$ cat src/design/acs_pkg.sv
// acs_pkg: shared types and codes for the alarm clock with snooze.
// Used by acs_min_adj and alarm_clock_with_snooze; no dependencies.
package acs_pkg;

  // Event kinds carried in the input beat
  localparam logic [2:0] KIND_TICK     = 3'd0;
  localparam logic [2:0] KIND_SNOOZE   = 3'd1;
  localparam logic [2:0] KIND_TIME_UP  = 3'd2;
  localparam logic [2:0] KIND_TIME_DN  = 3'd3;
  localparam logic [2:0] KIND_ALARM_UP = 3'd4;
  localparam logic [2:0] KIND_ALARM_DN = 3'd5;
  localparam logic [2:0] KIND_END_SET  = 3'd6;

  // Adjust ramp direction
  localparam logic [1:0] DIR_NONE = 2'd0;
  localparam logic [1:0] DIR_UP   = 2'd1;
  localparam logic [1:0] DIR_DOWN = 2'd2;

  // Register indexes (paddr[3:2])
  localparam logic [1:0] REG_SNOOZE_MIN = 2'd0;
  localparam logic [1:0] REG_RAMP_HOLD  = 2'd1;
  localparam logic [1:0] REG_MAX_STEP   = 2'd2;

  localparam logic [5:0] MINUTE_MAX = 6'd59;

  // Hour/minute/half-of-day triple
  typedef struct packed {
    logic [3:0] hour;
    logic [5:0] minute;
    logic       pm;
  } hm_t;

  function automatic logic [5:0] cap59(input logic [5:0] v);
    cap59 = (v > MINUTE_MAX) ? MINUTE_MAX : v;
  endfunction

endpackage

$ cat src/design/acs_min_adj.sv
// acs_min_adj: adds or subtracts a minute count with hour roll and AM/PM.
// Purely combinational. Depends on acs_pkg.
module acs_min_adj (
  input  acs_pkg::hm_t cur,
  input  logic         sub,
  input  logic [5:0]   k,
  output acs_pkg::hm_t nxt
);

  logic [6:0] sum;
  logic [4:0] h_up;
  logic [3:0] h_dn;
  logic [3:0] up_hour;
  logic       up_pm;
  logic [3:0] dn_hour;
  logic       dn_pm;

  always_comb begin
    // hour up: 12 -> 1, landing on 12 flips AM/PM
    h_up    = {1'b0, cur.hour} + 5'd1;
    if (h_up == 5'd13) h_up = 5'd1;
    up_hour = h_up[3:0];
    up_pm   = (h_up == 5'd12) ? ~cur.pm : cur.pm;

    // hour down: 1 -> 12, landing on 11 flips AM/PM
    h_dn    = (cur.hour == 4'd0) ? 4'd12 : cur.hour - 4'd1;
    if (h_dn == 4'd0) h_dn = 4'd12;
    dn_hour = h_dn;
    dn_pm   = (h_dn == 4'd11) ? ~cur.pm : cur.pm;

    nxt = cur;
    if (!sub) begin
      sum = {1'b0, cur.minute} + {1'b0, k};
      if (sum > 7'd59) begin
        sum      = sum - 7'd60;
        nxt.hour = up_hour;
        nxt.pm   = up_pm;
      end
      nxt.minute = sum[5:0];
    end else begin
      sum = {1'b0, cur.minute} + 7'd60 - {1'b0, k};
      if (k > cur.minute) begin
        nxt.minute = sum[5:0];
        nxt.hour   = dn_hour;
        nxt.pm     = dn_pm;
      end else begin
        nxt.minute = cur.minute - k;
      end
    end
  end

endmodule

$ cat src/design/alarm_clock_with_snooze.sv
// Twelve-hour alarm clock with snooze: top level, stream in/out, APB registers.
// An accepted input beat passes through the input register, then the result register.
// Throughput: one beat per cycle unless out_tready holds the result register;
// the clock state updates as the beat leaves the input register.
// Reset: synchronous active-low rst_n; sets clock, alarm, ramp and config registers to defaults.
// Depends on acs_pkg and acs_min_adj.
module alarm_clock_with_snooze (
  input  logic        clk,
  input  logic        rst_n,
  // input beat
  input  logic        in_tvalid,
  output logic        in_tready,
  input  logic [7:0]  in_tdata,   // [2:0] kind, [3] alarm_switch, [7:4] zero
  // result beat
  output logic        out_tvalid,
  input  logic        out_tready,
  // [3:0] hour_now, [9:4] minute_now, [15:10] second_now, [16] pm_now,
  // [20:17] alarm_hour_out, [26:21] alarm_minute_out, [27] alarm_pm_out,
  // [28] sounding, [29] snoozing, [30] colon_on, [31] zero
  output logic [31:0] out_tdata,
  // configuration
  input  logic        cfg_psel,
  input  logic        cfg_penable,
  input  logic        cfg_pwrite,
  input  logic [3:0]  cfg_paddr,
  input  logic [31:0] cfg_pwdata,
  output logic [31:0] cfg_prdata,
  output logic        cfg_pready
);

  // ---------------- configuration registers ----------------
  logic [5:0] snooze_min_r;
  logic [3:0] ramp_hold_r;
  logic [5:0] max_step_r;
  logic       cfg_wr;

  assign cfg_pready = 1'b1;
  assign cfg_wr     = cfg_psel && cfg_penable && cfg_pwrite && cfg_pready;

  always_ff @(posedge clk) begin
    if (!rst_n) begin
      snooze_min_r <= 6'd9;
      ramp_hold_r  <= 4'd5;
      max_step_r   <= 6'd30;
    end else if (cfg_wr) begin
      case (cfg_paddr[3:2])
        acs_pkg::REG_SNOOZE_MIN: snooze_min_r <= cfg_pwdata[5:0];
        acs_pkg::REG_RAMP_HOLD:  ramp_hold_r  <= cfg_pwdata[3:0];
        acs_pkg::REG_MAX_STEP:   max_step_r   <= cfg_pwdata[5:0];
        default: ;
      endcase
    end
  end

  always_comb begin
    case (cfg_paddr[3:2])
      acs_pkg::REG_SNOOZE_MIN: cfg_prdata = {26'd0, snooze_min_r};
      acs_pkg::REG_RAMP_HOLD:  cfg_prdata = {28'd0, ramp_hold_r};
      acs_pkg::REG_MAX_STEP:   cfg_prdata = {26'd0, max_step_r};
      default:                 cfg_prdata = 32'd0;
    endcase
  end

  // ---------------- input register ----------------
  // The beat waits here; it is applied to the clock state the cycle it
  // moves into the result register (adv).
  logic       in_vld_r;
  logic [2:0] kind_r;
  logic       sw_r;
  logic       out_vld_r;
  logic       adv;

  assign adv       = in_vld_r && (!out_vld_r || out_tready);
  assign in_tready = !in_vld_r || adv;

  always_ff @(posedge clk) begin
    if (!rst_n) begin
      in_vld_r <= 1'b0;
    end else if (in_tready) begin
      in_vld_r <= in_tvalid;
    end
  end

  always_ff @(posedge clk) begin
    if (in_tvalid && in_tready) begin
      kind_r <= in_tdata[2:0];
      sw_r   <= in_tdata[3];
    end
  end

  // ---------------- clock state ----------------
  acs_pkg::hm_t time_r, time_nxt;
  acs_pkg::hm_t alarm_r, alarm_nxt;
  acs_pkg::hm_t snz_r, snz_nxt;
  logic [5:0] sec_r, sec_nxt;
  logic       snz_valid_r, snz_valid_nxt;
  logic       snz_flag_r, snz_flag_nxt;
  logic       active_r, active_nxt;
  logic       blink_r, blink_nxt;
  logic [1:0] last_dir_r, last_dir_nxt;
  logic [3:0] hold_r, hold_nxt;
  logic [5:0] step_r, step_nxt;

  // ---------------- adjust ramp ----------------
  // Repeats in one direction count up; past the hold limit the step grows
  // by one up to max_step (capped at 59). A direction change or END_SET restarts it.
  logic [1:0] dir_req;
  logic       is_adj;
  logic [4:0] hold_inc;
  logic [6:0] step_inc;
  logic [5:0] step_lim;

  always_comb begin
    case (kind_r)
      acs_pkg::KIND_TIME_UP, acs_pkg::KIND_ALARM_UP: dir_req = acs_pkg::DIR_UP;
      acs_pkg::KIND_TIME_DN, acs_pkg::KIND_ALARM_DN: dir_req = acs_pkg::DIR_DOWN;
      default:                                       dir_req = acs_pkg::DIR_NONE;
    endcase
    is_adj   = (dir_req != acs_pkg::DIR_NONE);
    hold_inc = {1'b0, hold_r} + 5'd1;
    step_inc = {1'b0, step_r} + 7'd1;
    step_lim = acs_pkg::cap59(max_step_r);

    last_dir_nxt = last_dir_r;
    hold_nxt     = hold_r;
    step_nxt     = step_r;
    if (is_adj) begin
      if (last_dir_r == dir_req) begin
        if (hold_inc > {1'b0, ramp_hold_r}) begin
          step_nxt = (step_inc > {1'b0, step_lim}) ? step_lim : step_inc[5:0];
          hold_nxt = 4'd0;
        end else begin
          hold_nxt = hold_inc[3:0];
        end
      end else begin
        hold_nxt = 4'd0;
        step_nxt = 6'd1;
      end
      last_dir_nxt = dir_req;
    end else if (kind_r == acs_pkg::KIND_END_SET) begin
      last_dir_nxt = acs_pkg::DIR_NONE;
      hold_nxt     = 4'd0;
      step_nxt     = 6'd1;
    end
  end

  // ---------------- minute adders ----------------
  acs_pkg::hm_t tm_adj, al_adj, sz_adj;
  logic [5:0]   tm_k;

  assign tm_k = (kind_r == acs_pkg::KIND_TICK) ? 6'd1 : step_nxt;

  acs_min_adj u_time_adj (
    .cur (time_r),
    .sub (kind_r == acs_pkg::KIND_TIME_DN),
    .k   (tm_k),
    .nxt (tm_adj)
  );

  acs_min_adj u_alarm_adj (
    .cur (alarm_r),
    .sub (kind_r == acs_pkg::KIND_ALARM_DN),
    .k   (step_nxt),
    .nxt (al_adj)
  );

  // snooze target: current time plus snooze minutes, second 0
  acs_min_adj u_snooze_adj (
    .cur (time_r),
    .sub (1'b0),
    .k   (acs_pkg::cap59(snooze_min_r)),
    .nxt (sz_adj)
  );

  // ---------------- event apply and alarm compare ----------------
  logic [6:0] sec_inc;
  logic       at_zero;
  logic       hit_alarm;
  logic       hit_snooze;

  always_comb begin
    sec_inc       = {1'b0, sec_r} + 7'd1;
    time_nxt      = time_r;
    sec_nxt       = sec_r;
    alarm_nxt     = alarm_r;
    snz_nxt       = snz_r;
    snz_valid_nxt = snz_valid_r;
    snz_flag_nxt  = snz_flag_r;
    active_nxt    = active_r;
    blink_nxt     = blink_r;

    case (kind_r)
      acs_pkg::KIND_TICK: begin
        blink_nxt = ~blink_r;
        if (sec_inc >= 7'd60) begin
          sec_nxt  = 6'd0;
          time_nxt = tm_adj;
        end else begin
          sec_nxt = sec_inc[5:0];
        end
      end
      acs_pkg::KIND_SNOOZE: begin
        // only while sounding; a silent press is a no-op
        if (active_r) begin
          active_nxt    = 1'b0;
          snz_flag_nxt  = 1'b1;
          snz_valid_nxt = 1'b1;
          snz_nxt       = sz_adj;
        end
      end
      acs_pkg::KIND_TIME_UP, acs_pkg::KIND_TIME_DN:   time_nxt  = tm_adj;
      acs_pkg::KIND_ALARM_UP, acs_pkg::KIND_ALARM_DN: alarm_nxt = al_adj;
      default: ;
    endcase

    at_zero    = (sec_nxt == 6'd0);
    hit_alarm  = at_zero && !snz_flag_nxt && (time_nxt == alarm_nxt);
    hit_snooze = at_zero && snz_flag_nxt && snz_valid_nxt && (time_nxt == snz_nxt);

    if (!sw_r) begin
      // switch off drops the alarm and any armed snooze
      active_nxt    = 1'b0;
      snz_flag_nxt  = 1'b0;
      snz_valid_nxt = 1'b0;
    end else if (!active_nxt && (hit_alarm || hit_snooze)) begin
      active_nxt = 1'b1;
    end
  end

  always_ff @(posedge clk) begin
    if (!rst_n) begin
      time_r      <= '{hour: 4'd12, minute: 6'd0, pm: 1'b0};
      sec_r       <= 6'd0;
      alarm_r     <= '{hour: 4'd11, minute: 6'd55, pm: 1'b1};
      snz_r       <= '{hour: 4'd12, minute: 6'd0, pm: 1'b0};
      snz_valid_r <= 1'b1;
      snz_flag_r  <= 1'b0;
      active_r    <= 1'b0;
      blink_r     <= 1'b0;
      last_dir_r  <= acs_pkg::DIR_NONE;
      hold_r      <= 4'd0;
      step_r      <= 6'd1;
    end else if (adv) begin
      time_r      <= time_nxt;
      sec_r       <= sec_nxt;
      alarm_r     <= alarm_nxt;
      snz_r       <= snz_nxt;
      snz_valid_r <= snz_valid_nxt;
      snz_flag_r  <= snz_flag_nxt;
      active_r    <= active_nxt;
      blink_r     <= blink_nxt;
      last_dir_r  <= last_dir_nxt;
      hold_r      <= hold_nxt;
      step_r      <= step_nxt;
    end
  end

  // ---------------- result register ----------------
  logic [31:0] out_data_r;

  always_ff @(posedge clk) begin
    if (!rst_n) begin
      out_vld_r <= 1'b0;
    end else if (adv) begin
      out_vld_r <= 1'b1;
    end else if (out_tready) begin
      out_vld_r <= 1'b0;
    end
  end

  always_ff @(posedge clk) begin
    if (adv) begin
      out_data_r <= {1'b0, blink_nxt, snz_flag_nxt, active_nxt,
                     alarm_nxt.pm, alarm_nxt.minute, alarm_nxt.hour,
                     time_nxt.pm, sec_nxt, time_nxt.minute, time_nxt.hour};
    end
  end

  assign out_tvalid = out_vld_r;
  assign out_tdata  = out_data_r;

`ifndef NO_ASSERTIONS
  a_hour_range: assert property (@(posedge clk) disable iff (!rst_n)
    (time_r.hour >= 4'd1) && (time_r.hour <= 4'd12))
    else $error("current hour out of range");

  a_minute_range: assert property (@(posedge clk) disable iff (!rst_n)
    (time_r.minute <= 6'd59) && (alarm_r.minute <= 6'd59) && (sec_r <= 6'd59))
    else $error("minute or second out of range");

  a_step_cap: assert property (@(posedge clk) disable iff (!rst_n)
    step_r <= 6'd59)
    else $error("adjust step above cap");

  a_switch_off: assert property (@(posedge clk) disable iff (!rst_n)
    (adv && !sw_r) |=> (!active_r && !snz_flag_r && !snz_valid_r))
    else $error("alarm or snooze survived switch off");

  a_result_src: assert property (@(posedge clk) disable iff (!rst_n)
    (out_vld_r && !$past(out_vld_r)) |-> $past(adv))
    else $error("result beat without an applied input beat");
`endif

endmodule
$ cat config.mk
export PLATFORM = sky130hd
export DESIGN_NAME = alarm_clock_with_snooze
export DESIGN_NICKNAME = d
export VERILOG_FILES = /design/src/design/acs_pkg.sv /design/src/design/acs_min_adj.sv /design/src/design/alarm_clock_with_snooze.sv
export SDC_FILE = /design/constraint.sdc
export NUM_CORES = 1
export LEC_CHECK = 0
export ABC_AREA = 1
export BUFFER_PORTS_ARGS = -buffer_cell sky130_fd_sc_hd__buf_2
export CAP_MARGIN = 20
export CORE_ASPECT_RATIO = 1.75
export CORE_MARGIN = 2
export CORE_UTILIZATION = 40
export DETAILED_ROUTE_END_ITERATION = 7
export PLACE_DENSITY = 0.71
export SLEW_MARGIN = 20
export SYNTH_ARGS = -nofsm -noshare
export SYNTH_HDL_FRONTEND = slang
export SYNTH_SLANG_ARGS = --single-unit
$ cat constraint.sdc
create_clock -name clk -period 5 [get_ports clk]
set_clock_uncertainty 0.05 [all_clocks]
set_input_delay 0.5 -clock clk [delete_from_list [all_inputs] [get_ports clk]]
set_output_delay 0.5 -clock clk [all_outputs]
set_load 0.02 [all_outputs]
## Yosys cells after proc, flatten, opt, wreduce, memory -nomap -nowiden

Cells that the tools add are included.

- Register bits after elaboration: 108
- Output and inout port bits: 67

- $lt $le $gt $ge: 10
- Equality and inequality tests: 17
- Muxes and demuxes: 62
- Bitwise logic cells: 3
- Reductions and logical operators: 35
- $add $sub $neg: 19

Operator list:

| operator | count |
|---|---|
| $mux 6 | 15 |
| $mux 11 | 6 |
| $mux 4 | 13 |
| $sub 6x6->6 | 4 |
| $eq 11x11->1 | 2 |
| $pmux 11 s2 | 1 |
| $add 6x6->7 | 3 |
| $gt 7x6->1 const B | 3 |
| $mux 1 | 21 |
| $eq 5x4->1 const B | 4 |
| $pmux 6 s3 | 1 |
| $sub 6x6->6 const B | 3 |
| $logic_not 4->1 | 4 |
| $add 4x1->5 const B | 3 |
| $add 6x1->7 const B | 2 |
| $add 6x6->6 const B | 2 |
| $gt 6x6->1 | 2 |
| $gt 6x6->1 const B | 2 |
| $logic_and 1x1->1 | 10 |
| $mux 5 | 2 |
| $eq 3x3->1 const B | 3 |
| $eq 4x4->1 const B | 2 |
| $reduce_and 2->1 | 4 |
| $reduce_or 2->1 | 4 |
| other kinds (18) | 30 |

## Longest topological paths before layout

- Depth in word-level cells: 20
- Gate-level depth with buffers: 48

## Cells and area by module

A second synthesis with hierarchy kept.

- Cells, all modules: 1600
- Area, all modules: 10562.6 µm²

Modules (own cells, without submodules):

| module | instances | cells an instance | area an instance (µm²) | seq. area each (µm²) |
|---|---|---|---|---|
| alarm_clock_with_snooze | 1 | 848 | 6178.4 | 2512.4 |
| acs_min_adj (u_alarm_adj ...) | 2 | 249 | 1491.4 | 0.0 |
| acs_min_adj (u_time_adj) | 1 | 254 | 1401.3 | 0.0 |

## Least setup slack after synthesis

OpenSTA, ideal clock, no wires.

- Path kind: reg2reg
- Start: register max_step_r[5]
- End: register out_data_r[28], in the netlist out_tdata[28] (data pin)
- Data required time: 4699 ps
- Period minus slack after synthesis: 5472 ps
- Arrival: 5172 ps
- Path slack: -472 ps
- Path buffers: 0
- Setup time: 251 ps
- Stages on the path, launching flop included: 46
- Cells stage by stage: dfxtp_1 inv_1 nor4_1 or2_2 ha_1 nand2_1 nor2_1 a211oi_1 o21ai_0 o21ai_0 inv_1 o32ai_1 nand2_1 inv_1 nand2_1 o21ai_0 o21ai_0 o21ai_0 [10 not listed] ha_1 nand3_1 a21boi_1 nand3_4 nand2_4 nand2_1 nand3_1 nand3_1 nand2_1 nand2_1 nand2_1 nor2_1 nand3_1 nor2_1 nor2_1 nand2_1 nand2_2 inv_1

RTL lines:

| what | line | text |
|---|---|---|
| from (decl) | alarm_clock_with_snooze.sv:34 | `logic [5:0] max_step_r;` |
| from (signal assigned) | alarm_clock_with_snooze.sv:49 | `acs_pkg::REG_MAX_STEP: max_step_r <= cfg_pwdata[5:0];` |
| to (signal assigned) | alarm_clock_with_snooze.sv:273 | `out_data_r <= {1'b0, blink_nxt, snz_flag_nxt, active_nxt,` |
| to (decl) | alarm_clock_with_snooze.sv:259 | `logic [31:0] out_data_r;` |

==> metrics.txt <==
Die Area=about 24000 sq um; worst setup margin=-0.3409 ns; Reg2Reg Depth=slightly above 40; RSZ-0062 raised after global routing=yes; Vias/cell=a little over 5; Slew HR=between 30% and 40%; CTS tree=done; Synth Cell Area=8935 sq um; vias in the first global route=about 9000; Hold EP=sw_r$_DFFE_PP_; CP Capture Type=flop; most frequent cells in the layout=nand2_1 (296), inv_1 (184), buf_4 (153); final hold viol count=0; crit path kind=reg2reg; Placed Cells=around 1800; routability cong.=0.9289; DIE HEIGHT=between 200 and 250 um; die width=approximately 120 um; worst r2r src=max_step_r[3]$_SDFFE_PN1P_; Routed Antenna Nets=0; CP max-delay cell=ha_1; Leakage=5.817 nW; share of cells above drive strength 1=about a quarter; Final Setup Violations=5; maxcap violations=0; first-pass GRT wire length=41.34 mm; WL/cell=around 14 um; CP Data Required Time=about 5.3 ns; startpoint type of the worst setup path=flop; H-tree depth=3; Boundary Pins=~120; Max clock buf depth=2; Final Cell Area=between 10000 and 15000 sq um; Synth area leader=dfxtp_1; Site Rows=slightly above 70; clk sink count=around 110; post-DP HPWL=just under 20 mm; CP Buf/Inv Count=6; r2r endpoint=active_r$_SDFFE_PN0P_; initial antenna violation count=0; Final Core Density=a little over half; antenna cells=0; gr ovfl total=0; fmax=0.1872 GHz; drt pass-1 iters=5; Routed WL=approximately 26 mm; clock transition at the registers of the reported paths=around 0.08 ns; register bit total from synthesis=about 110; Non-Filler Instances=about 1800; worst-path fanout max=5; Synth cell types=50; Largest delay share family, worst path=simple AND/OR/NAND/NOR gates; largest net degree at the start of global routing=63; Synth Instances=around 1300; vias=9301; Avg Inst Size Synth=6.723 sq um; Hold WS=0.2616 ns; outcome=complete, but fails checks; core area=approximately 22000 sq um; largest cells by area after synthesis=dfxtp_1 (16%), nand2_1 (14%), edfxtp_1 (12%), ha_1 (9.8%), inv_1 (8.3%); commonest non-fill, non-tap cell in the layout=nand2_1; synth warn=0; CTS Buf Count=9; Synth top area share=about 16%; post-layout net count=1659; DRT iter0 DRCs=482; clock insertion delay at the later pin of the skew report=0.37 ns; Tcrit/Tclk final=106.8%; Cell Area, Placed=about 11000 sq um; starting density of the core=40.65%; CP max stage delay=~0.35 ns; share of the yosys chip area belonging to registers=approximately 28%; min Tclk post-route=5.341 ns; violated checks=setup timing; CP arrival=approximately 5.6 ns; DRC viols=0; CTS Root Cell=clkbuf_16; PD cells=251.8 nW/um^2; hold_sp=in_tdata[3]; gr usage total=between 20% and 30%; peak supply drop=around 150 uV; flop2flop setup slack=-0.34 ns; Worst Tran Pin Value=between 0.9 and 1 ns; HP Class=in2reg; synthesis-to-layout area growth=28.17%; IO buf count=between 50 and 60; Final Slew Violations=0; hold path depth=1
-- power breakdown --
| part | total (mW) | internal [mW] | switching (mW) |
|---|---|---|---|
| combinational | 1.16 | 0.481 | 0.683 |
| clock | 0.713 | 0.348 | 0.365 |
| sequential | 1.01 | 0.962 | 0.0453 |
| total | 2.88 | 1.79 | 1.09 |
-- routing by layer --
layer | GRT usage (%) | up-vias | routed length, um
met2 | 40.44 | 286 | 13580
met3 | 2.108 | 101 | 945
li1 | - | 4641 | -
met5 | 0 | - | 0
met1 | 23.39 | 4273 | 9910
met4 | 14.03 | 0 | 1707
-- synthesized netlist by cell type, drive strengths merged --
cell type,instances
o32ai,1
nor2,103
a22oi,1
o211ai,14
nand4,14
nand3b,7
o21ai,100
xor2,21
o21a,1
clkbuf,22
fa,9
nor4,1
edfxtp,35
xnor2,9
and3,1
a21boi,1
o21bai,2
nand2,345
a21o,1
clkinv,7
nor3,8
mux2i,1
inv,208
a211oi,2
nor3b,1
or2,2
a32oi,1
buf,35
dfxtp,73
ha,70
nand3,131
conb,2
a21oi,96
o221ai,2
a31oi,2
-- final cells by class --
| cell class | count | area (sq um) |
|---|---|---|
| Fill cell | 2105 | 10530 |
| Multi-Input combinational cell | 977 | 5927 |
| Sequential cell | 108 | 2517 |
| Timing Repair Buffer | 218 | 1541 |
| Inverter | 215 | 812.0 |
| Tap cell | 296 | 370.4 |
| Clock buffer | 9 | 225.2 |
| Clock inverter | 7 | 58.81 |
-- registers in the layout (all words and copies together), names as in the netlist, 2 cells and up --
| signal | count |
|---|---|
| alarm_r | 11 |
| hold_r | 4 |
| kind_r | 3 |
| last_dir_r | 2 |
| max_step_r | 6 |
| out_tdata | 31 |
| ramp_hold_r | 4 |
| sec_r | 6 |
| snooze_min_r | 6 |
| snz_r | 11 |
| step_r | 6 |
| time_r | 11 |
-- worst reg2reg max path: cells and delay by family (launching register included) --
family	cells	cell delay, ns
flops	1	0.33
compound gates	9	1.32
buf+inv	6	0.51
fa+ha+maj	3	0.79
simple gates	23	2.26
-- worst max-delay path by stage --
stage,start,depth (start not counted),endpoint,slack [ns]
6_report,max_step_r[3]$_SDFFE_PN1P_,41,active_r$_SDFFE_PN0P_,-0.34
5_1_grt,max_step_r[3]$_SDFFE_PN1P_,41,active_r$_SDFFE_PN0P_,-0.74
4_1_cts,max_step_r[4]$_SDFFE_PN1P_,39,active_r$_SDFFE_PN0P_,-0.24
3_5_place_dp,max_step_r[2]$_SDFFE_PN1P_,41,out_tdata[28]$_DFFE_PP_,-0.59
3_3_place_gp,max_step_r[2]$_SDFFE_PN1P_,41,out_tdata[28]$_DFFE_PP_,-0.48
2_1_floorplan,max_step_r[2]$_SDFFE_PN1P_,46,out_tdata[28]$_DFFE_PP_,0.02
-- metrics by stage --
step | total power [mW] | setup slack (ns) | setup TNS (ns)
floorplan | 1.688 | 0.02069 | 0
global placement | 2.035 | -0.4772 | -3.600
detailed placement | 2.056 | -0.5939 | -5.866
CTS | 2.811 | -0.2379 | -0.4743
global route | 3.055 | -0.7445 | -10.68
finish | 2.884 | -0.3409 | -0.8047
-- repair_timing --
action,in CTS,in global routing
cloned,2,0
pin swaps,17,48
resized for setup,55,89
setup buffers,6,10
setup endpoints to repair,38,38
hold buffers,0,0
-- cells by family (layout without fill, tap and decap cells) --
group	Yosys count	count (layout)	share of synthesized area, %
buffers and inverters	272	449	12.84
DFF	108	108	28.12
AOI/OAI and AO/OA	224	224	13.91
adders and majority gates	79	79	11.82
xor gates and xnor gates	30	30	2.941
and+or+nand+nor	613	615	30.18
muxes	1	1	0.1120
other	2	28	0.08405
No activity file was read; power rests on OpenSTA's default activity.
